<file path="src/hdl/expression_token_scanner_assert.svh">
// ----------------------------------------------------------------------------
// Assertion macros for the expression token scanner
// Shared concurrent assertion forms, clocked and reset-qualified.
// ----------------------------------------------------------------------------
`ifndef EXPRESSION_TOKEN_SCANNER_ASSERT_SVH
`define EXPRESSION_TOKEN_SCANNER_ASSERT_SVH

// same-cycle implication
`define ETS_ASSERT_NOW(label, clk, rst_n, ante, cons) \
	label: assert property (@(posedge clk) disable iff (!rst_n) (ante) |-> (cons)) \
		else $error("scanner assertion failed");

// next-cycle implication
`define ETS_ASSERT_NEXT(label, clk, rst_n, ante, cons) \
	label: assert property (@(posedge clk) disable iff (!rst_n) (ante) |=> (cons)) \
		else $error("scanner assertion failed");

`endif

</file>
<file path="src/hdl/ets_pkg.sv">
// ----------------------------------------------------------------------------
// Expression token scanner package
// Shared types and constants for the scanner step logic and result queue.
// ----------------------------------------------------------------------------
package ets_pkg;

	localparam int LENGTH_LIMIT = 255;
	localparam int LEN_W        = $clog2(LENGTH_LIMIT + 1);
	localparam int Q_DEPTH      = 4;
	localparam int Q_IDX_W      = $clog2(Q_DEPTH);
	localparam int Q_CNT_W      = $clog2(Q_DEPTH + 1);

	typedef enum logic [2:0] {
		KIND_IDENT  = 3'd0,
		KIND_ARRAY  = 3'd1,
		KIND_NUMBER = 3'd2,
		KIND_SYMBOL = 3'd3,
		KIND_END    = 3'd4,
		KIND_ERROR  = 3'd5
	} kind_t;

	typedef enum logic [8:0] {
		M_IDLE      = 9'b000000001,
		M_NAME      = 9'b000000010,
		M_SPAN      = 9'b000000100,
		M_WHOLE     = 9'b000001000,
		M_FRAC      = 9'b000010000,
		M_DOT       = 9'b000100000,
		M_EXPMARK   = 9'b001000000,
		M_EXPSIGN   = 9'b010000000,
		M_EXPDIGITS = 9'b100000000
	} mode_t;

	typedef struct packed {
		kind_t      kind;
		logic [7:0] sym;
		logic [7:0] len;
		logic       last;
	} result_t;

	typedef struct packed {
		logic             v0;
		logic             v1;
		result_t          r0;
		result_t          r1;
		mode_t            mode;
		logic [LEN_W-1:0] len;
	} step_t;

endpackage

</file>
<file path="src/hdl/ets_step.sv">
// ----------------------------------------------------------------------------
// Scanner step logic
// Next scanner mode, token length and up to two results for one item.
// ----------------------------------------------------------------------------
module ets_step
	import ets_pkg::*;
(
	input  mode_t            mode,
	input  logic [LEN_W-1:0] len,
	input  logic [7:0]       char_code,
	input  logic             end_of_input,
	output step_t            step
);

	localparam logic [7:0] CH_LBRACK = 8'h5B;
	localparam logic [7:0] CH_RBRACK = 8'h5D;
	localparam logic [7:0] CH_DOT    = 8'h2E;
	localparam logic [7:0] CH_LOW_E  = 8'h65;
	localparam logic [7:0] CH_UP_E   = 8'h45;
	localparam logic [7:0] CH_PLUS   = 8'h2B;
	localparam logic [7:0] CH_MINUS  = 8'h2D;

	typedef struct packed {
		logic             v;
		result_t          r;
		mode_t            mode;
		logic [LEN_W-1:0] len;
	} idle_t;

	function automatic logic is_digit(input logic [7:0] c);
		return c >= 8'h30 && c <= 8'h39;
	endfunction

	function automatic logic is_alpha(input logic [7:0] c);
		return (c >= 8'h61 && c <= 8'h7A) || (c >= 8'h41 && c <= 8'h5A);
	endfunction

	function automatic logic is_space(input logic [7:0] c);
		return c == 8'h20 || (c >= 8'h09 && c <= 8'h0D);
	endfunction

	function automatic logic is_exp(input logic [7:0] c);
		return c == CH_LOW_E || c == CH_UP_E;
	endfunction

	function automatic logic is_operator(input logic [7:0] c);
		return c == 8'h3D || c == CH_PLUS || c == CH_MINUS || c == 8'h2A ||
			c == 8'h2F || c == 8'h25 || c == 8'h5E || c == 8'h28 ||
			c == 8'h29 || c == 8'h3B || c == 8'h3C || c == 8'h3E ||
			c == CH_LBRACK || c == CH_RBRACK || c == 8'h2C;
	endfunction

	function automatic logic [7:0] clamp_len(input logic [LEN_W-1:0] l);
		logic [15:0] w;
		w = 16'(l);
		return (w > 16'd255) ? 8'hFF : w[7:0];
	endfunction

	function automatic result_t mk(input kind_t k, input logic [7:0] s,
		input logic [LEN_W-1:0] l);
		result_t r;
		r.kind = k;
		r.sym  = s;
		r.len  = clamp_len(l);
		r.last = 1'b0;
		return r;
	endfunction

	function automatic idle_t scan_idle(input logic [7:0] c);
		idle_t t;
		t.v    = 1'b0;
		t.r    = mk(KIND_ERROR, c, LEN_W'(1));
		t.mode = M_IDLE;
		t.len  = '0;
		if (!is_space(c)) begin
			t.len = LEN_W'(1);
			if (is_alpha(c)) begin
				t.mode = M_NAME;
			end else if (is_digit(c)) begin
				t.mode = M_WHOLE;
			end else if (c == CH_DOT) begin
				t.mode = M_DOT;
			end else if (is_operator(c)) begin
				t.v   = 1'b1;
				t.r   = mk(KIND_SYMBOL, c, LEN_W'(1));
				t.len = '0;
			end else begin
				t.v   = 1'b1;
				t.len = '0;
			end
		end
		return t;
	endfunction

	logic             a_v;
	result_t          a_r;
	logic             b_v;
	result_t          b_r;
	mode_t            nx_mode;
	logic [LEN_W-1:0] nx_len;
	logic [LEN_W-1:0] len_g;
	idle_t            idl;

	assign len_g = (len < LEN_W'(LENGTH_LIMIT)) ? len + LEN_W'(1) : len;
	assign idl   = scan_idle(char_code);

	always_comb begin
		a_v     = 1'b0;
		a_r     = mk(KIND_IDENT, 8'h00, len);
		b_v     = 1'b0;
		b_r     = idl.r;
		nx_mode = mode;
		nx_len  = len;
		if (end_of_input) begin
			case (mode)
				M_NAME: begin
					a_v = 1'b1;
				end
				M_WHOLE, M_FRAC, M_EXPDIGITS: begin
					a_v = 1'b1;
					a_r = mk(KIND_NUMBER, 8'h00, len);
				end
				M_SPAN, M_DOT, M_EXPMARK, M_EXPSIGN: begin
					a_v = 1'b1;
					a_r = mk(KIND_ERROR, 8'h00, len);
				end
				default: begin
					a_v = 1'b0;
				end
			endcase
			b_v     = 1'b1;
			b_r     = mk(KIND_END, 8'h00, '0);
			nx_mode = M_IDLE;
			nx_len  = '0;
		end else begin
			case (mode)
				M_NAME: begin
					if (is_alpha(char_code) || is_digit(char_code)) begin
						nx_len = len_g;
					end else if (char_code == CH_LBRACK) begin
						nx_len  = len_g;
						nx_mode = M_SPAN;
					end else begin
						a_v     = 1'b1;
						b_v     = idl.v;
						nx_mode = idl.mode;
						nx_len  = idl.len;
					end
				end
				M_SPAN: begin
					nx_len = len_g;
					if (char_code == CH_RBRACK) begin
						a_v     = 1'b1;
						a_r     = mk(KIND_ARRAY, 8'h00, len_g);
						nx_mode = M_IDLE;
						nx_len  = '0;
					end
				end
				M_WHOLE, M_FRAC, M_EXPDIGITS: begin
					if (is_digit(char_code)) begin
						nx_len = len_g;
					end else if (char_code == CH_DOT && mode == M_WHOLE) begin
						nx_len  = len_g;
						nx_mode = M_FRAC;
					end else if (is_exp(char_code) && mode != M_EXPDIGITS) begin
						nx_len  = len_g;
						nx_mode = M_EXPMARK;
					end else begin
						a_v     = 1'b1;
						a_r     = mk(KIND_NUMBER, 8'h00, len);
						b_v     = idl.v;
						nx_mode = idl.mode;
						nx_len  = idl.len;
					end
				end
				M_DOT, M_EXPMARK, M_EXPSIGN: begin
					nx_len = len_g;
					if (is_digit(char_code)) begin
						nx_mode = (mode == M_DOT) ? M_FRAC : M_EXPDIGITS;
					end else if (mode == M_EXPMARK &&
						(char_code == CH_PLUS || char_code == CH_MINUS)) begin
						nx_mode = M_EXPSIGN;
					end else begin
						a_v     = 1'b1;
						a_r     = mk(KIND_ERROR, char_code, len_g);
						nx_mode = M_IDLE;
						nx_len  = '0;
					end
				end
				default: begin
					b_v     = idl.v;
					nx_mode = idl.mode;
					nx_len  = idl.len;
				end
			endcase
		end

		step.mode = nx_mode;
		step.len  = nx_len;
		step.v0   = a_v || b_v;
		step.v1   = a_v && b_v;
		step.r0   = a_v ? a_r : b_r;
		step.r1   = b_r;
		step.r0.last = !(a_v && b_v);
		step.r1.last = 1'b1;
	end

endmodule

</file>
<file path="src/hdl/ets_outq.sv">
// ----------------------------------------------------------------------------
// Scanner result queue
// Small queue taking up to two results per cycle and giving one per cycle.
// ----------------------------------------------------------------------------
module ets_outq
	import ets_pkg::*;
(
	input  logic               clk,
	input  logic               arst_n,
	input  logic               push0,
	input  logic               push1,
	input  result_t            din0,
	input  result_t            din1,
	input  logic               pop,
	output result_t            dout,
	output logic [Q_CNT_W-1:0] count
);

	result_t            mem_q [Q_DEPTH];
	logic [Q_IDX_W-1:0] head_q;
	logic [Q_IDX_W-1:0] tail_q;
	logic [Q_CNT_W-1:0] count_q;
	logic [Q_CNT_W-1:0] n_push;

	assign n_push = Q_CNT_W'(push0) + Q_CNT_W'(push1);
	assign dout   = mem_q[head_q];
	assign count  = count_q;

	always_ff @(posedge clk) begin
		if (push0) begin
			mem_q[tail_q] <= din0;
		end
		if (push1) begin
			mem_q[tail_q + Q_IDX_W'(1)] <= din1;
		end
	end

	always_ff @(posedge clk or negedge arst_n) begin
		if (!arst_n) begin
			head_q  <= '0;
			tail_q  <= '0;
			count_q <= '0;
		end else begin
			tail_q  <= tail_q + n_push[Q_IDX_W-1:0];
			head_q  <= head_q + Q_IDX_W'(pop);
			count_q <= count_q + n_push - Q_CNT_W'(pop);
		end
	end

endmodule

</file>
<file path="src/hdl/expression_token_scanner.sv">
// ----------------------------------------------------------------------------
// Expression token scanner
// Lexes a character stream into identifier, array, number, symbol, end and
// error tokens, one character per cycle while the result queue has room.
//
//   channel  dir  tdata                               tuser / tlast
//   s_*      in   [7:0] char_code                     tuser[0] end_of_input
//   m_*      out  [2:0] kind [10:3] sym [18:11] len   tlast last_result
//
// One item enters the input register per cycle while the queue has room; its
// results are formed combinationally from it and written to a four-entry result queue.
// An item giving two results fills two queue entries, output one at a time; the input stalls
// when the queue lacks room for two more results.
// Accepted items pass through the input register and then the result queue.
// Reset leaves the scanner idle with zero length and the queue empty.
// ----------------------------------------------------------------------------
`include "expression_token_scanner_assert.svh"

module expression_token_scanner
	import ets_pkg::*;
(
	input  logic        clk,
	input  logic        arst_n,
	input  logic        s_tvalid,
	output logic        s_tready,
	input  logic [7:0]  s_tdata,   // [7:0] char_code
	input  logic        s_tuser,   // [0] end_of_input
	output logic        m_tvalid,
	input  logic        m_tready,
	output logic [23:0] m_tdata,   // [2:0] token_kind, [10:3] symbol_char, [18:11] token_length
	output logic        m_tlast
);

	logic               valid_s1;
	logic [7:0]         char_s1;
	logic               eoi_s1;
	mode_t              mode_q;
	logic [LEN_W-1:0]   len_q;
	step_t              step;
	logic               adv;
	logic               pop;
	result_t            head;
	logic [Q_CNT_W-1:0] count;
	logic [Q_CNT_W:0]   free_slots;

	assign pop        = m_tvalid && m_tready;
	assign free_slots = (Q_CNT_W + 1)'(Q_DEPTH) - (Q_CNT_W + 1)'(count) + (Q_CNT_W + 1)'(pop);
	assign adv        = valid_s1 && (free_slots >= (Q_CNT_W + 1)'(2));
	assign s_tready   = !valid_s1 || adv;

	ets_step u_step (
		.mode         (mode_q),
		.len          (len_q),
		.char_code    (char_s1),
		.end_of_input (eoi_s1),
		.step         (step)
	);

	ets_outq u_outq (
		.clk    (clk),
		.arst_n (arst_n),
		.push0  (adv && step.v0),
		.push1  (adv && step.v1),
		.din0   (step.r0),
		.din1   (step.r1),
		.pop    (pop),
		.dout   (head),
		.count  (count)
	);

	assign m_tvalid = (count != '0);
	assign m_tdata  = {5'b0, head.len, head.sym, head.kind};
	assign m_tlast  = head.last;

	always_ff @(posedge clk) begin
		if (s_tvalid && s_tready) begin
			char_s1 <= s_tdata;
			eoi_s1  <= s_tuser;
		end
	end

	always_ff @(posedge clk or negedge arst_n) begin
		if (!arst_n) begin
			valid_s1 <= 1'b0;
			mode_q   <= M_IDLE;
			len_q    <= '0;
		end else begin
			if (s_tready) begin
				valid_s1 <= s_tvalid;
			end
			if (adv) begin
				mode_q <= step.mode;
				len_q  <= step.len;
			end
		end
	end

	`ETS_ASSERT_NEXT(a_hold_s1, clk, arst_n, valid_s1 && !adv, valid_s1)
	`ETS_ASSERT_NOW(a_pair_last, clk, arst_n, adv && step.v1, step.r1.last && !step.r0.last)
	`ETS_ASSERT_NEXT(a_end_idle, clk, arst_n, adv && eoi_s1, mode_q == M_IDLE && len_q == '0)
	`ETS_ASSERT_NOW(a_q_bound, clk, arst_n, 1'b1, count <= Q_CNT_W'(Q_DEPTH))

endmodule
</file>
<file path="config.mk">
export PLATFORM = sky130hd
export DESIGN_NAME = expression_token_scanner
export DESIGN_NICKNAME = d
export VERILOG_FILES = /design/src/hdl/ets_pkg.sv /design/src/hdl/ets_step.sv /design/src/hdl/ets_outq.sv /design/src/hdl/expression_token_scanner.sv
export VERILOG_INCLUDE_DIRS = /design/src /design/src/hdl
export SDC_FILE = /design/constraint.sdc
export NUM_CORES = 1
export LEC_CHECK = 0
export BUFFER_PORTS_ARGS = -buffer_cell sky130_fd_sc_hd__buf_4
export CELL_PAD_IN_SITES_DETAIL_PLACEMENT = 1
export CELL_PAD_IN_SITES_GLOBAL_PLACEMENT = 1
export CORE_MARGIN = 5
export CORE_UTILIZATION = 55
export CTS_BUF_LIST = sky130_fd_sc_hd__clkbuf_2
export DETAILED_ROUTE_END_ITERATION = 10
export GPL_TIMING_DRIVEN = 1
export PLACE_DENSITY = 0.86
export SLEW_MARGIN = 20
export SYNTH_ARGS = -nofsm -noshare
export SYNTH_HDL_FRONTEND = slang
export SYNTH_SLANG_ARGS = --single-unit
</file>
<file path="constraint.sdc">
create_clock -name clk -period 11.2 [get_ports clk]
set_input_delay 2.24 -clock clk [delete_from_list [all_inputs] [get_ports clk]]
set_output_delay 2.24 -clock clk [all_outputs]
set_load 0.03 [all_outputs]
</file>
**After elaboration in Yosys (flattened, before gate mapping)**

Memories as Yosys holds them, arrays and structs flattened.
Cells that the tools add are included.
Widths: inputs -> output; s select.

- Memory bits (writable): 80
- Logic and storage cells: 167
- Memories kept: 1
- Register bits: 34

- Add/sub/neg operators: 9
- Mux-type cells: 66
- Equality and inequality tests: 31
- Reduce and logical (&&, ||, !) cells: 42
- $lt $le $gt $ge: 10

Memory list:

| name | depth | width | read ports | clocked after memory_dff | wr ports | line | RTL |
|---|---|---|---|---|---|---|---|
| u_outq.mem_q | 4 | 20 | 1 | 0 | 2 | ets_outq.sv:19 | `result_t mem_q [Q_DEPTH];` |

Operator list:

| cell | number |
|---|---|
| $mux 20 | 8 |
| $eq 8x6->1 const B | 14 |
| $mux 9 | 11 |
| $mux 8 | 11 |
| $mux 21 | 3 |
| $pmux 20 s3 | 1 |
| $eq 8x7->1 const B | 5 |
| $pmux 20 s2 | 1 |
| $mux 38 | 1 |
| $pmux 9 s4 | 1 |
| $pmux 8 s4 | 1 |
| $mux 1 | 23 |
| $logic_or 1x1->1 | 21 |
| $mux 19 | 1 |
| $mux 18 | 1 |
| $ge 8x7->1 const B | 2 |
| $le 8x7->1 const B | 2 |
| $logic_and 1x1->1 | 13 |
| $eq 9x2->1 const B | 1 |
| $eq 9x3->1 const B | 1 |
| $eq 9x4->1 const B | 1 |
| $eq 9x5->1 const B | 1 |
| $eq 9x6->1 const B | 1 |
| $eq 9x7->1 const B | 1 |
| other kinds (29) | 32 |

**Logic depth before layout (Yosys ltp)**

Gate-level depths: netlist of run 1.

- Depth in word-level cells: 30
- Mapped depth: 16
- Mapped depth without buffers: 14

**Modules after synthesis**

A second synthesis of run 1 with hierarchy kept.

- Cell total of the unflattened synthesis: 610
- Area total of the unflattened synthesis: 7370.8 µm²

By module, submodules not included:

| module | sequential area each (µm²) | times used | cells an instance | area each (µm²) |
|---|---|---|---|---|
| ets_outq | 2577.5 | 1 | 229 | 4226.6 |
| ets_step | 0.0 | 1 | 230 | 1586.5 |
| expression_token_scanner | 721.9 | 1 | 151 | 1557.7 |

**Worst setup path after synthesis of run 1**

OpenSTA, ideal clock, no wires.

- Path kind: input -> output
- Start point: in m_tready
- End point: out s_tready
- Path slack: 5.747 ns
- Stages on the path: 7
- Buffers on the path: 0
- Required time: 8.960 ns
- Arrival: 3.213 ns
- Cell sequence: nand2_1 ha_1 inv_1 ha_1 nand4_1 o21ai_0 nand3b_1

- Cells in the longest elaborated chain, start to end: 5

RTL lines:

| element | line | RTL |
|---|---|---|
| start, declared | expression_token_scanner.sv:29 | `input logic m_tready,` |
| $logic_and 1x1->1 | expression_token_scanner.sv:46 | `assign pop = m_tvalid && m_tready;` |
| $add 4x1->4 | expression_token_scanner.sv:47 | `assign free_slots = (Q_CNT_W + 1)'(Q_DEPTH) - (Q_CNT_W + 1)'(count) + (Q_CNT_W + 1)'(pop);` |
| $ge 4x2->1 | expression_token_scanner.sv:48 | `assign adv = valid_s1 && (free_slots >= (Q_CNT_W + 1)'(2));` |
| $logic_and 1x1->1 | expression_token_scanner.sv:48 |  |
| $logic_or 1x1->1 | expression_token_scanner.sv:49 | `assign s_tready = !valid_s1 \|\| adv;` |
| end, declared | expression_token_scanner.sv:25 | `output logic s_tready,` |

No other way between the ends.

**Worst setup path after layout of run 1**

Ends and elaborated chain as after synthesis.

==> summary.txt, run 1 <==
Status
  – Status: complete, no violations

Detailed routing
  – Number of vias in the routed layout: 4788
  – Post-route ant nets: 0
  – DRT Wirelength: 16930 um
  – DR WL/cell: 23.19 um
  – Drt pass-1 iters: 5
  – DRT iter0 DRCs: 437
  – Post-DR vias/cell: 6.559
  – DRC viols: 0

Worst setup path
  – CP max FO: 5
  – Setup crit start kind: input port
  – Required @ worst endpoint: 8.96 ns
  – Setup CP Type: in2out
  – Crit end category: output pin
  – Arr. time, crit path: 3.46 ns

Power and ir drop
  – Net Sw Frac: 42.16%
  – Clk pwr share: 18.3%
  – Lkg Pwr: 2.548 nW
  – Psw: 0.0006495 W
  – Sequential share of power: 39.7%
  – PD cells: 230.0 mW/mm^2
  – Comb pwr share: 41.9%
  – Max VDD drop: 198.5 uV
  – Internal: 0.0008910 W

Die
  – Rows: 38
  – CORE AREA: 0.01094 mm^2
  – Top Ports: 40
  – Initial core utilization: 56.36%
  – Die width: 115.9 um
  – Die ar.: 0.01342 mm^2
  – Die Y-Extent: 115.9 um

Clock network
  – Post-cts hold buffer count: 0
  – Clock Sinks: 114
  – CTS resizes: 0
  – Clk buf depth: 2
  – Worst skew pair latency: 0.68 ns
  – Number of CTS-inserted buffers: 17
  – Root buf cell: clkbuf_2
  – Postcts setup bufs: 0
  – Worst-path clk slew: 0.17 ns
  – Htree depth: 4
  – CTS tree: yes

Timing
  – Max Clock Freq: 175.4 MHz
  – Worst Skew: 0.02625 ns
  – Relative slew slack: 31.97%
  – Final hold slack: 0.4828 ns
  – Final WS setup: 5.500 ns
  – Tmin final: 5.700 ns
  – Final Max Tran Viols: 0
  – Final Setup Violations: 0
  – Final worst path period share: 50.89%
  – Worst-Margin Slew: 1.020 ns
  – Final Hold Violating Endpoints: 0
  – RSZ-0062 raised after global routing: false
  – Final setup TNS: 0 ns

Layout
  – Most frequent cells in the layout: 57 x edfxtp_1, 49 x nand2_1, 48 x a21oi_1, 36 x buf_4, 32 x dfxtp_1
  – Most common cell after layout, fill and taps aside: edfxtp_1
  – Layout cells sized above 1: 20.68%
  – Filler cell count in the final layout: 1170
  – # diodes: 0
  – Layout area overhead: 8.668%
  – Layout Cell Area excl Fill: 0.006698 mm^2
  – Nets: 600

Global route
  – Overall Global Routing Usage: 26.53%
  – Maximum number of pins on one net before global-route repair: 26
  – Gr ovfl total: 0
  – Vias in the first global route: 5067
  – Antenna violations before repair: 0
  – First-pass GRT wire length: 27200 um

Synth
  – Synthesized area: 0.006163 mm^2
  – Cell taking the most area after synthesis: edfxtp_1
  – Primary FF master, synth: edfxtp_1
  – Flops & latches, synth: 114
  – Sequential share of the synthesized area: 48.34%
  – Cell variety after synth: 83
  – Avg Inst Size Synth: 11.21 um^2
  – Async S/R FF share, synth: 21.93%
  – Area share of the largest cell type after synthesis: 27.77%
  – Top area cells in the synthesized netlist: edfxtp_1 28%, dfxtp_1 10%, dfrtp_1 9.7%, mux4_2 7.3%, a21oi_1 3.9%
  – EDFF count, synth: 57
  – Mapped Cells: 550
  – Synth Warn #: 0

Placement
  – Routability Congestion: 0.8500
  – Port bufs: 34
  – Post-DP HPWL: 12250 um
  – Placed instance area: 0.006462 mm^2
  – Pre-CTS setup slack: 5.464 ns

Min path
  – Hold Path Class: reg2reg

Flow run
  – Max-Cap Viols: 0
[kinds of logic after synthesis]
kind of cell               after synthesis  share of synthesized area (%)
adders and majority gates               10                          2.152
buffers and inverters                   55                          4.019
xor gates and xnor gates                 8                          1.137
muxes                                   25                          8.120
DFF                                    114                          48.34
and+or+nand+nor                        165                          15.71
AOI/OAI and AO/OA                      172                          20.46
other                                    1                        0.06084
[routing by layer]
| layer | track usage, % | vias to the layer above | routed length (um) |
|---|---|---|---|
| met5 | 0 | - | 0 |
| met4 | 7.115 | 0 | 262 |
| met3 | 6.632 | 27 | 967 |
| met2 | 44.65 | 185 | 8501 |
| met1 | 34.35 | 2400 | 7194 |
| li1 | - | 2176 | - |
[flip-flops by register name (all words and copies together) (netlist names)]
register,cells
u_outq.mem_q,80
mode_q,9
char_s1,8
len_q,8
u_outq.count,3
u_outq.head_q,2
u_outq.tail_q,2
eoi_s1,1
valid_s1,1
[layout make-up]
class / count / area (um^2) / area share (%)
inverters: 23 / 86.33 / 1.289
clock inverters: 13 / 140.1 / 2.092
repair buffers: 36 / 270.3 / 4.035
multi-input cells: 385 / 2952 / 44.07
well taps: 140 / 175.2 / 2.615
clock buffers: 19 / 95.09 / 1.420
flip-flops and latches: 114 / 2979 / 44.48
[metrics by stage]
| step | std cells | util [%] | total power [W] |
|---|---|---|---|
| 6_report | 730 | 61.25 | 0.001541 |
| 5_1_grt | 730 | 61.25 | 0.001629 |
| 4_1_cts | 730 | 61.25 | 0.001550 |
| 3_5_place_dp | 698 | 59.10 | 0.001270 |
| 3_3_place_gp | 698 | 59.10 | 0.001220 |
| 2_1_floorplan | 554 | - | 0.001058 |
[worst max-delay path: stages]
cell and delay, ns:
buf_4 0.08, nand2_1 0.06, ha_1 0.20, inv_1 0.08
ha_1 0.23, nand4_1 0.11, o21ai_0 0.10, nand3b_1 0.15
buf_4 0.20
[path summary, 6_finish.rpt]
check	start	slack (ns)	to	depth (start not counted)
max in group asynchronous	arst_n	9.41	mode_q[0]	1
setup / recovery	m_tready	5.50	s_tready	9
min in group asynchronous	arst_n	1.44	len_q[4]	1
setup reg to reg	mode_q[5]	6.68	u_outq.count[2]	13
hold / removal	u_outq.mem_q[0][5]	0.48	u_outq.mem_q[0][5]	1
hold reg to reg	u_outq.mem_q[0][5]	0.48	u_outq.mem_q[0][5]	1
[power by group through the flow]
stage | clock network, W | registers, W | logic [W]
finish | 0.000283 | 0.000612 | 0.000646
global route | 0.000311 | 0.000624 | 0.000694
CTS | 0.000286 | 0.000613 | 0.000651
detailed placement | 0 | 0.000622 | 0.000648
global placement | 0 | 0.000612 | 0.000608
floorplan | 0 | 0.000574 | 0.000484
[cell usage after synthesis (5+ instances only)]
cell and instances:
and3_1 10, o31ai_1 8, a21o_1 10, dfrtp_1 24, o21ai_0 18, nor2_1 18, nand2b_1 8, or3_1 8
nand3_1 7, a22o_1 11, o22ai_1 13, dfxtp_1 32, inv_1 22, a21oi_1 48, mux4_2 20, edfxtp_1 57
nor3_1 15, nand2_1 49, xor2_1 5, and2_1 5, nand4_1 6, clkbuf_1 15, o2bb2ai_1 16, buf_4 5
ha_1 9, buf_2 6, mux2i_1 5
Note: power is estimated with default switching activity, not from simulation.
==> run 2: changes to the inputs <==
--- a/config.mk
+++ b/config.mk
@@ -6,15 +6,16 @@
 export SDC_FILE = /design/constraint.sdc
 export NUM_CORES = 1
 export LEC_CHECK = 0
+export ABC_AREA = 1
 export BUFFER_PORTS_ARGS = -buffer_cell sky130_fd_sc_hd__buf_4
 export CELL_PAD_IN_SITES_DETAIL_PLACEMENT = 1
 export CELL_PAD_IN_SITES_GLOBAL_PLACEMENT = 1
 export CORE_MARGIN = 5
-export CORE_UTILIZATION = 55
+export CORE_UTILIZATION = 43
 export CTS_BUF_LIST = sky130_fd_sc_hd__clkbuf_2
 export DETAILED_ROUTE_END_ITERATION = 10
 export GPL_TIMING_DRIVEN = 1
-export PLACE_DENSITY = 0.86
+export PLACE_DENSITY = 0.77
 export SLEW_MARGIN = 20
 export SYNTH_ARGS = -nofsm -noshare
 export SYNTH_HDL_FRONTEND = slang
==> constraint.sdc (replaced) <==
create_clock -name clk -period 5.1 [get_ports clk]
set_input_delay 1.02 -clock clk [delete_from_list [all_inputs] [get_ports clk]]
set_output_delay 1.02 -clock clk [all_outputs]
set_load 0.03 [all_outputs]
==> run 2 against run 1 <==
Compared with the run above:
- core utilization shrank 13 points
- die area is 34% higher
- wire length up 14%
- synthesized cell count increased by 51%
- cell count up 45%
- register-to-register slack got worse by 5.2 ns
- power rose to 2.7 times the previous value
- critical endpoint is now m_tdata[0]
- largest cell class is now multi-input combinational cells
==> summary.txt, run 2 <==
Synth
  – Synthesized area: 0.006608 mm^2 (+7.2%)
  – Mapped Cells: 830 (+51%)
  – Sequential share of the synthesized area: 45.09% (-3.2 points)
  – EDFF count, synth: 57 (unchanged)
  – Cell taking the most area after synthesis: edfxtp_1
  – Most common cell in the netlist: nand2_1
  – Primary FF master, synth: edfxtp_1
  – Cell variety after synth: 45 (-46%)
  – Top post-synthesis cells by count: 176 x nand2_1, 104 x nor2_1, 75 x inv_1
  – Synth Warn #: 0 (unchanged)
  – Top area cells in the synthesized netlist: edfxtp_1 26%, nand2_1 10%, dfxtp_1 9.7%, dfrtp_1 9.1%, nor2_1 5.9%
  – Async S/R FF share, synth: 21.93% (unchanged)
  – Area share of the largest cell type after synthesis: 25.90% (-1.9 points)
  – Avg Inst Size Synth: 7.961 um^2 (-29%)
  – Flops & latches, synth: 114 (unchanged)

Layout
  – Layout cells sized above 1: 16.65% (-4.0 points)
  – Layout Cell Area excl Fill: 0.007237 mm^2 (+8.1%)
  – Most frequent cells in the layout: 176 x nand2_1, 104 x nor2_1, 75 x inv_1, 70 x o21ai_0, 63 x nand3_1
  – Finished Core Util: 47.78% (-13 points)
  – Layout area overhead: 9.525%
  – Largest register FFs: 80 (unchanged)
  – Biggest regs: u_outq.mem_q: 80 flops, mode_q: 9 flops
  – Register area: 0.002979 mm^2 (unchanged)
  – Nets: 881 (+47%)
  – # diodes: 0 (unchanged)
  – Most common cell after layout, fill and taps aside: nand2_1
  – Largest reg by FF count: u_outq.mem_q
  – Filler cell count in the final layout: 1863 (+59%)
  – Area of the multi-input gates: 0.003112 mm^2 (+5.4%)

Clock network
  – CTS resizes: 0 (unchanged)
  – Number of CTS-inserted buffers: 17 (unchanged)
  – Worst skew pair latency: 0.72 ns (+0.04 ns)
  – Clock Sinks: 114 (unchanged)
  – Postcts setup bufs: 0 (unchanged)
  – CTS tree: yes
  – Worst-path clk slew: 0.21 ns (+0.04 ns)
  – Root buf cell: clkbuf_2
  – Post-cts hold buffer count: 0 (unchanged)
  – Clk buf depth: 2 (unchanged)
  – Htree depth: 4 (unchanged)

Detailed routing
  – DRT Wirelength: 19300 um (+14%)
  – Drt pass-1 iters: 4 (-1)
  – Number of vias in the routed layout: 5859 (+22%)
  – Post-route ant nets: 0 (unchanged)
  – DRT iter0 DRCs: 350 (-20%)
  – DRC viols: 0 (unchanged)
  – DR WL/cell: 18.22 um (-21%)
  – Post-DR vias/cell: 5.533 (-16%)

Placement
  – Placed instance area: 0.006945 mm^2 (+7.5%)
  – Pre-CTS setup slack: 1.044 ns (-4.420 ns)
  – Routability Congestion: 0.9115 (+7.2%)
  – Port bufs: 34 (unchanged)
  – Post-DP HPWL: 13900 um (+13%)

Timing
  – Final hold slack: 0.1841 ns (-0.2988 ns)
  – RSZ-0062 raised after global routing: false
  – Final worst path period share: 74.11%
  – Tmin final: 3.780 ns
  – Final WS setup: 1.320 ns (-4.180 ns)
  – Final Hold Violating Endpoints: 0 (unchanged)
  – Final Max Tran Viols: 0 (unchanged)
  – Final Setup Violations: 0 (unchanged)
  – Final setup TNS: 0 ns (unchanged)
  – Worst Skew: 0.02818 ns (+0.001921 ns)
  – Relative slew slack: 44.63% (+13 points)
  – Worst-Margin Slew: 0.8297 ns (-0.1907 ns)
  – Max Clock Freq: 264.6 MHz

Die
  – Die width: 134.0 um (+16%)
  – Die ar.: 0.01795 mm^2 (+34%)
  – Top Ports: 40 (unchanged)
  – Die Y-Extent: 134.0 um (+16%)
  – Initial core utilization: 43.63% (-13 points)
  – CORE AREA: 0.01515 mm^2 (+39%)
  – Rows: 45 (+18%)

Worst setup path
  – R2r startpoint: char_s1[1]
  – CP max FO: 35 (+30)
  – CP max stage cell: dfrtp_1
  – Crit-path cells: buf_4, inv_1, buf_4, o21ai_0, o22ai_1, buf_4
  – CP dominant cell by count: buf_4
  – Setup CP Type: reg2out
  – Arr. time, crit path: 2.76 ns (-0.70 ns)
  – Required @ worst endpoint: 4.08 ns (-4.88 ns)
  – Max stage delay on crit path: 0.40 ns (+0.17 ns)
  – Crit end category: output pin
  – R2R setup slack: 1.47 ns (-5.21 ns)
  – Worst R2R Path Depth: 17 (+4)
  – FF-to-FF End: u_outq.count[2]
  – Setup crit start kind: flop

Power and ir drop
  – PD cells: 568.6 mW/mm^2 (+150%)
  – Lkg Pwr: 3.109 nW (+22%)
  – Max VDD drop: 248.5 uV (+25%)

Global route
  – Antenna violations before repair: 0 (unchanged)
  – Maximum number of pins on one net before global-route repair: 36 (+38%)
  – Vias in the first global route: 6310 (+25%)
  – Gr ovfl total: 0 (unchanged)
  – Overall Global Routing Usage: 22.41% (-4.1 points)
  – First-pass GRT wire length: 32100 um (+18%)

Flow run
  – Max-Cap Viols: 0 (unchanged)

Status
  – Status: complete, no violations

Min path
  – Hold Path Class: in2async
[run 2: final cells by class]
cell class / count / area share, %
Clock buffer: 17 / 1.176
Multi-Input combinational cell: 598 / 43.00
Sequential cell: 114 / 41.17
Inverter: 89 / 4.616
Clock inverter: 15 / 2.853
Timing Repair Buffer: 38 / 3.942
Tap cell: 188 / 3.250
[run 2: worst max-delay path by stage]
| stage | from | to | depth (start not counted) | slack, ns |
|---|---|---|---|---|
| floorplan | m_tready | u_outq.count[2] | 18 | 1.14 |
| global placement | m_tready | u_outq.mem_q[0][1] | 13 | 1.18 |
| detailed placement | m_tready | u_outq.count[2] | 18 | 1.04 |
| CTS | u_outq.head_q[0] | m_tdata[18] | 7 | 1.24 |
| global route | u_outq.head_q[0] | m_tdata[13] | 7 | 1.08 |
| finish | u_outq.head_q[0] | m_tdata[0] | 6 | 1.32 |
[run 2: cell families after synthesis]
group	after synthesis	synth area share, %
other	1	0.05675
buffers and inverters	122	8.048
AOI/OAI and AO/OA	162	14.13
muxes	1	0.1515
DFF	114	45.09
xor gates and xnor gates	8	1.060
and+or+nand+nor	412	29.46
adders and majority gates	10	2.007
[run 2: report_power, final]
group | leakage [nW] | internal [W] | switching, W
sequential | 1.11 | 0.00129 | 0.000135
clock | 0.165 | 0.000328 | 0.000403
combinational | 1.83 | 0.000565 | 0.00140
total | 3.11 | 0.00218 | 0.00194
[run 2: per-stage QoR]
step                cells  total power [W]
detailed placement   1027         0.003408
CTS                  1059         0.004150
finish               1059         0.004115
floorplan             834         0.002780
global route         1059         0.004391
global placement     1027         0.003306
[run 2: per-layer routing]
layer	vias up	GRT usage (%)	part of all wire [%]
met5	-	0	0
met4	0	7.600	1.9
met3	35	4.576	4.1
met2	123	39.92	51
met1	2870	26.98	43
li1	2831	-	-
[run 2: critical path: cells and delay by family (launching register included)]
kind	cells	cell delay [ns]
buffers and inverters	4	1.24
flip-flops	1	0.40
AO/OA/AOI/OAI	2	0.40
==> run 3: changes to the inputs <==
--- a/config.mk
+++ b/config.mk
@@ -11,11 +11,11 @@
 export CELL_PAD_IN_SITES_DETAIL_PLACEMENT = 1
 export CELL_PAD_IN_SITES_GLOBAL_PLACEMENT = 1
 export CORE_MARGIN = 5
-export CORE_UTILIZATION = 43
+export CORE_UTILIZATION = 48
 export CTS_BUF_LIST = sky130_fd_sc_hd__clkbuf_2
 export DETAILED_ROUTE_END_ITERATION = 10
 export GPL_TIMING_DRIVEN = 1
-export PLACE_DENSITY = 0.77
+export PLACE_DENSITY = 0.81
 export SLEW_MARGIN = 20
 export SYNTH_ARGS = -nofsm -noshare
 export SYNTH_HDL_FRONTEND = slang
==> constraint.sdc (replaced) <==
create_clock -name clk -period 3.9 [get_ports clk]
set_input_delay 0.78 -clock clk [delete_from_list [all_inputs] [get_ports clk]]
set_output_delay 0.78 -clock clk [all_outputs]
set_load 0.03 [all_outputs]
==> run 3 against run 2 <==
Compared with the run above:
- critical path type unchanged
- wire length rose by 3.6%
- hold slack improved by 0.067 ns
- largest power group unchanged
- largest cell class unchanged
- critical endpoint is now m_tdata[10]
- clock power fell by 6.7%
==> summary.txt, run 3 (synthesis gave the netlist of run 2 again) <==
Die
  – Die width: 127.3 um (-5.0%)
  – Die Y-Extent: 127.3 um (-5.0%)
  – CORE AREA: 0.01335 mm^2 (-12%)
  – Initial core utilization: 49.50% (+5.9 points)
  – Die ar.: 0.01621 mm^2 (-9.7%)
  – Rows: 42 (-6.7%)
  – Top Ports: 40 (unchanged)

Worst setup path
  – CP dominant cell by count: buf_4
  – Worst R2R Path Depth: 19 (+2)
  – FF-to-FF End: u_outq.count[2]
  – Setup crit start kind: flop
  – Required @ worst endpoint: 3.12 ns (-0.96 ns)
  – Setup CP Type: reg2out
  – Crit end category: output pin
  – Max stage delay on crit path: 0.73 ns (+0.33 ns)
  – Arr. time, crit path: 2.69 ns (-0.07 ns)
  – CP max FO: 29 (-17%)
  – CP max stage cell: inv_1
  – Crit-path cells: inv_1, buf_4, o21ai_0, o22ai_1, buf_4
  – R2R setup slack: 0.44 ns (-1.03 ns)
  – R2r startpoint: char_s1[1]

Detailed routing
  – Drt pass-1 iters: 4 (unchanged)
  – DRT Wirelength: 19990 um (+3.6%)
  – DRC viols: 0 (unchanged)
  – Post-route ant nets: 0 (unchanged)
  – Post-DR vias/cell: 5.674 (+2.6%)
  – DRT iter0 DRCs: 451 (+29%)
  – Number of vias in the routed layout: 6003 (+2.5%)
  – DR WL/cell: 18.89 um (+3.7%)

Layout
  – Non-Filler Instances: 1058 (-0.094%)
  – Layout area overhead: 8.881%
  – Largest register FFs: 80 (unchanged)
  – Area of the multi-input gates: 0.003112 mm^2 (unchanged)
  – Most frequent cells in the layout: 176 x nand2_1, 104 x nor2_1, 75 x inv_1, 70 x o21ai_0, 63 x nand3_1
  – Register area: 0.002979 mm^2 (unchanged)
  – Layout cells sized above 1: 17.25% (+0.61 points)
  – Nets: 891 (+1.1%)
  – Biggest regs: u_outq.mem_q: 80 flops, mode_q: 9 flops
  – Filler cell count in the final layout: 1708 (-8.3%)
  – Most common cell after layout, fill and taps aside: nand2_1
  – Largest reg by FF count: u_outq.mem_q

Clock network
  – Post-cts hold buffer count: 1 (+1)
  – CTS tree: yes
  – Worst-path clk slew: 0.15 ns (-0.06 ns)
  – Clk buf depth: 2 (unchanged)
  – Worst skew pair latency: 0.72 ns (about the same)
  – Clock Sinks: 114 (unchanged)
  – Htree depth: 4 (unchanged)
  – Root buf cell: clkbuf_2
  – Number of CTS-inserted buffers: 17 (unchanged)
  – Postcts setup bufs: 0 (unchanged)
  – CTS resizes: 0 (unchanged)

Status
  – Status: complete, no violations

Power and ir drop
  – Max VDD drop: 309.3 uV (+24%)
  – Lkg Pwr: 3.126 nW (+0.53%)
  – PD cells: 725.9 mW/mm^2 (+28%)

Placement
  – Routability Congestion: 0.9027 (-0.97%)
  – # placed instances: 1024 (-0.29%)
  – Port bufs: 34 (unchanged)
  – Post-DP HPWL: 14280 um (+2.7%)

Flow run
  – Max-Cap Viols: 0 (unchanged)

Timing
  – Worst-Margin Slew: 1.003 ns (+0.1737 ns)
  – Relative slew slack: 33.04% (-12 points)
  – Final setup TNS: 0 ns (unchanged)
  – Final Max Tran Viols: 0 (unchanged)
  – Final worst path period share: 88.96%
  – Final Hold Violating Endpoints: 0 (unchanged)
  – Max Clock Freq: 288.2 MHz
  – Tmin final: 3.470 ns
  – RSZ-0062 raised after global routing: false
  – Worst Skew: 0.04112 ns (+0.01295 ns)
  – Final Setup Violations: 0 (unchanged)

Global route
  – Vias in the first global route: 6517 (+3.3%)
  – Antenna violations before repair: 1 (+1)
  – Overall Global Routing Usage: 25.45% (+3.0 points)
  – Gr ovfl total: 0 (unchanged)
  – First-pass GRT wire length: 32550 um (+1.4%)
  – Maximum number of pins on one net before global-route repair: 35 (-2.8%)

Min path
  – Hold path endpoint: char_s1[1]
  – Hold Path Class: in2reg
  – Hold path start: s_tdata[1]
  – Hold depth: 1
-- run 3: report_power, final --
group / internal (W) / switching (W) / total (W)
clock network: 0.000236 / 0.000446 / 0.000682
logic: 0.000792 / 0.00191 / 0.00271
registers: 0.00168 / 0.000153 / 0.00183
-- run 3: cell type report --
cell class              count  area share, %
multi-input cells         598          43.25
flip-flops and latches    114          41.41
repair buffers             48          5.043
inverters                  89          4.643
well taps                 176          3.061
clock buffers              23          1.600
clock inverters             9         0.9565
diodes                      1        0.03478
-- run 3: worst max-delay path by stage --
| stage | slack (ns) | end | depth (start not counted) | from |
|---|---|---|---|---|
| 2_1_floorplan | 0.18 | u_outq.count[2] | 18 | m_tready |
| 3_3_place_gp | 0.45 | u_outq.count[2] | 18 | m_tready |
| 3_5_place_dp | 0.34 | u_outq.count[2] | 18 | m_tready |
| 4_1_cts | 0.34 | m_tlast | 5 | u_outq.head_q[1] |
| 5_1_grt | 0.14 | u_outq.count[2] | 18 | u_outq.count[2] |
| 6_report | 0.43 | m_tdata[10] | 5 | u_outq.head_q[0] |
-- run 3: metal layers --
metal | track usage [%] | part of all wire, % | vias to the layer above
met5 | 0 | 0 | -
met4 | 10.73 | 3.4 | 0
met3 | 6.135 | 5.2 | 48
met2 | 42.34 | 49 | 175
met1 | 31.63 | 43 | 2932
li1 | - | - | 2848
-- run 3: critical path: cells and delay by family, from the launching register on --
| family | cells | cell delay [ns] |
|---|---|---|
| compound gates | 2 | 0.29 |
| flops | 1 | 0.42 |
| buf+inv | 3 | 1.26 |
-- run 3: metrics by stage --
stage	hold slack [ns]	total power, W	area (um^2)	util [%]	worst slack [ns]
2_1_floorplan	0.4408	0.003635	6623	-	0.1786
4_1_cts	0.1779	0.005239	7192	53.88	0.3373
6_report	0.2509	0.005222	7194	53.90	0.4305
3_5_place_dp	0.4620	0.004551	6998	52.43	0.3400
5_1_grt	0.1451	0.005581	7194	53.90	0.1418
3_3_place_gp	0.4525	0.004402	6998	52.43	0.4507
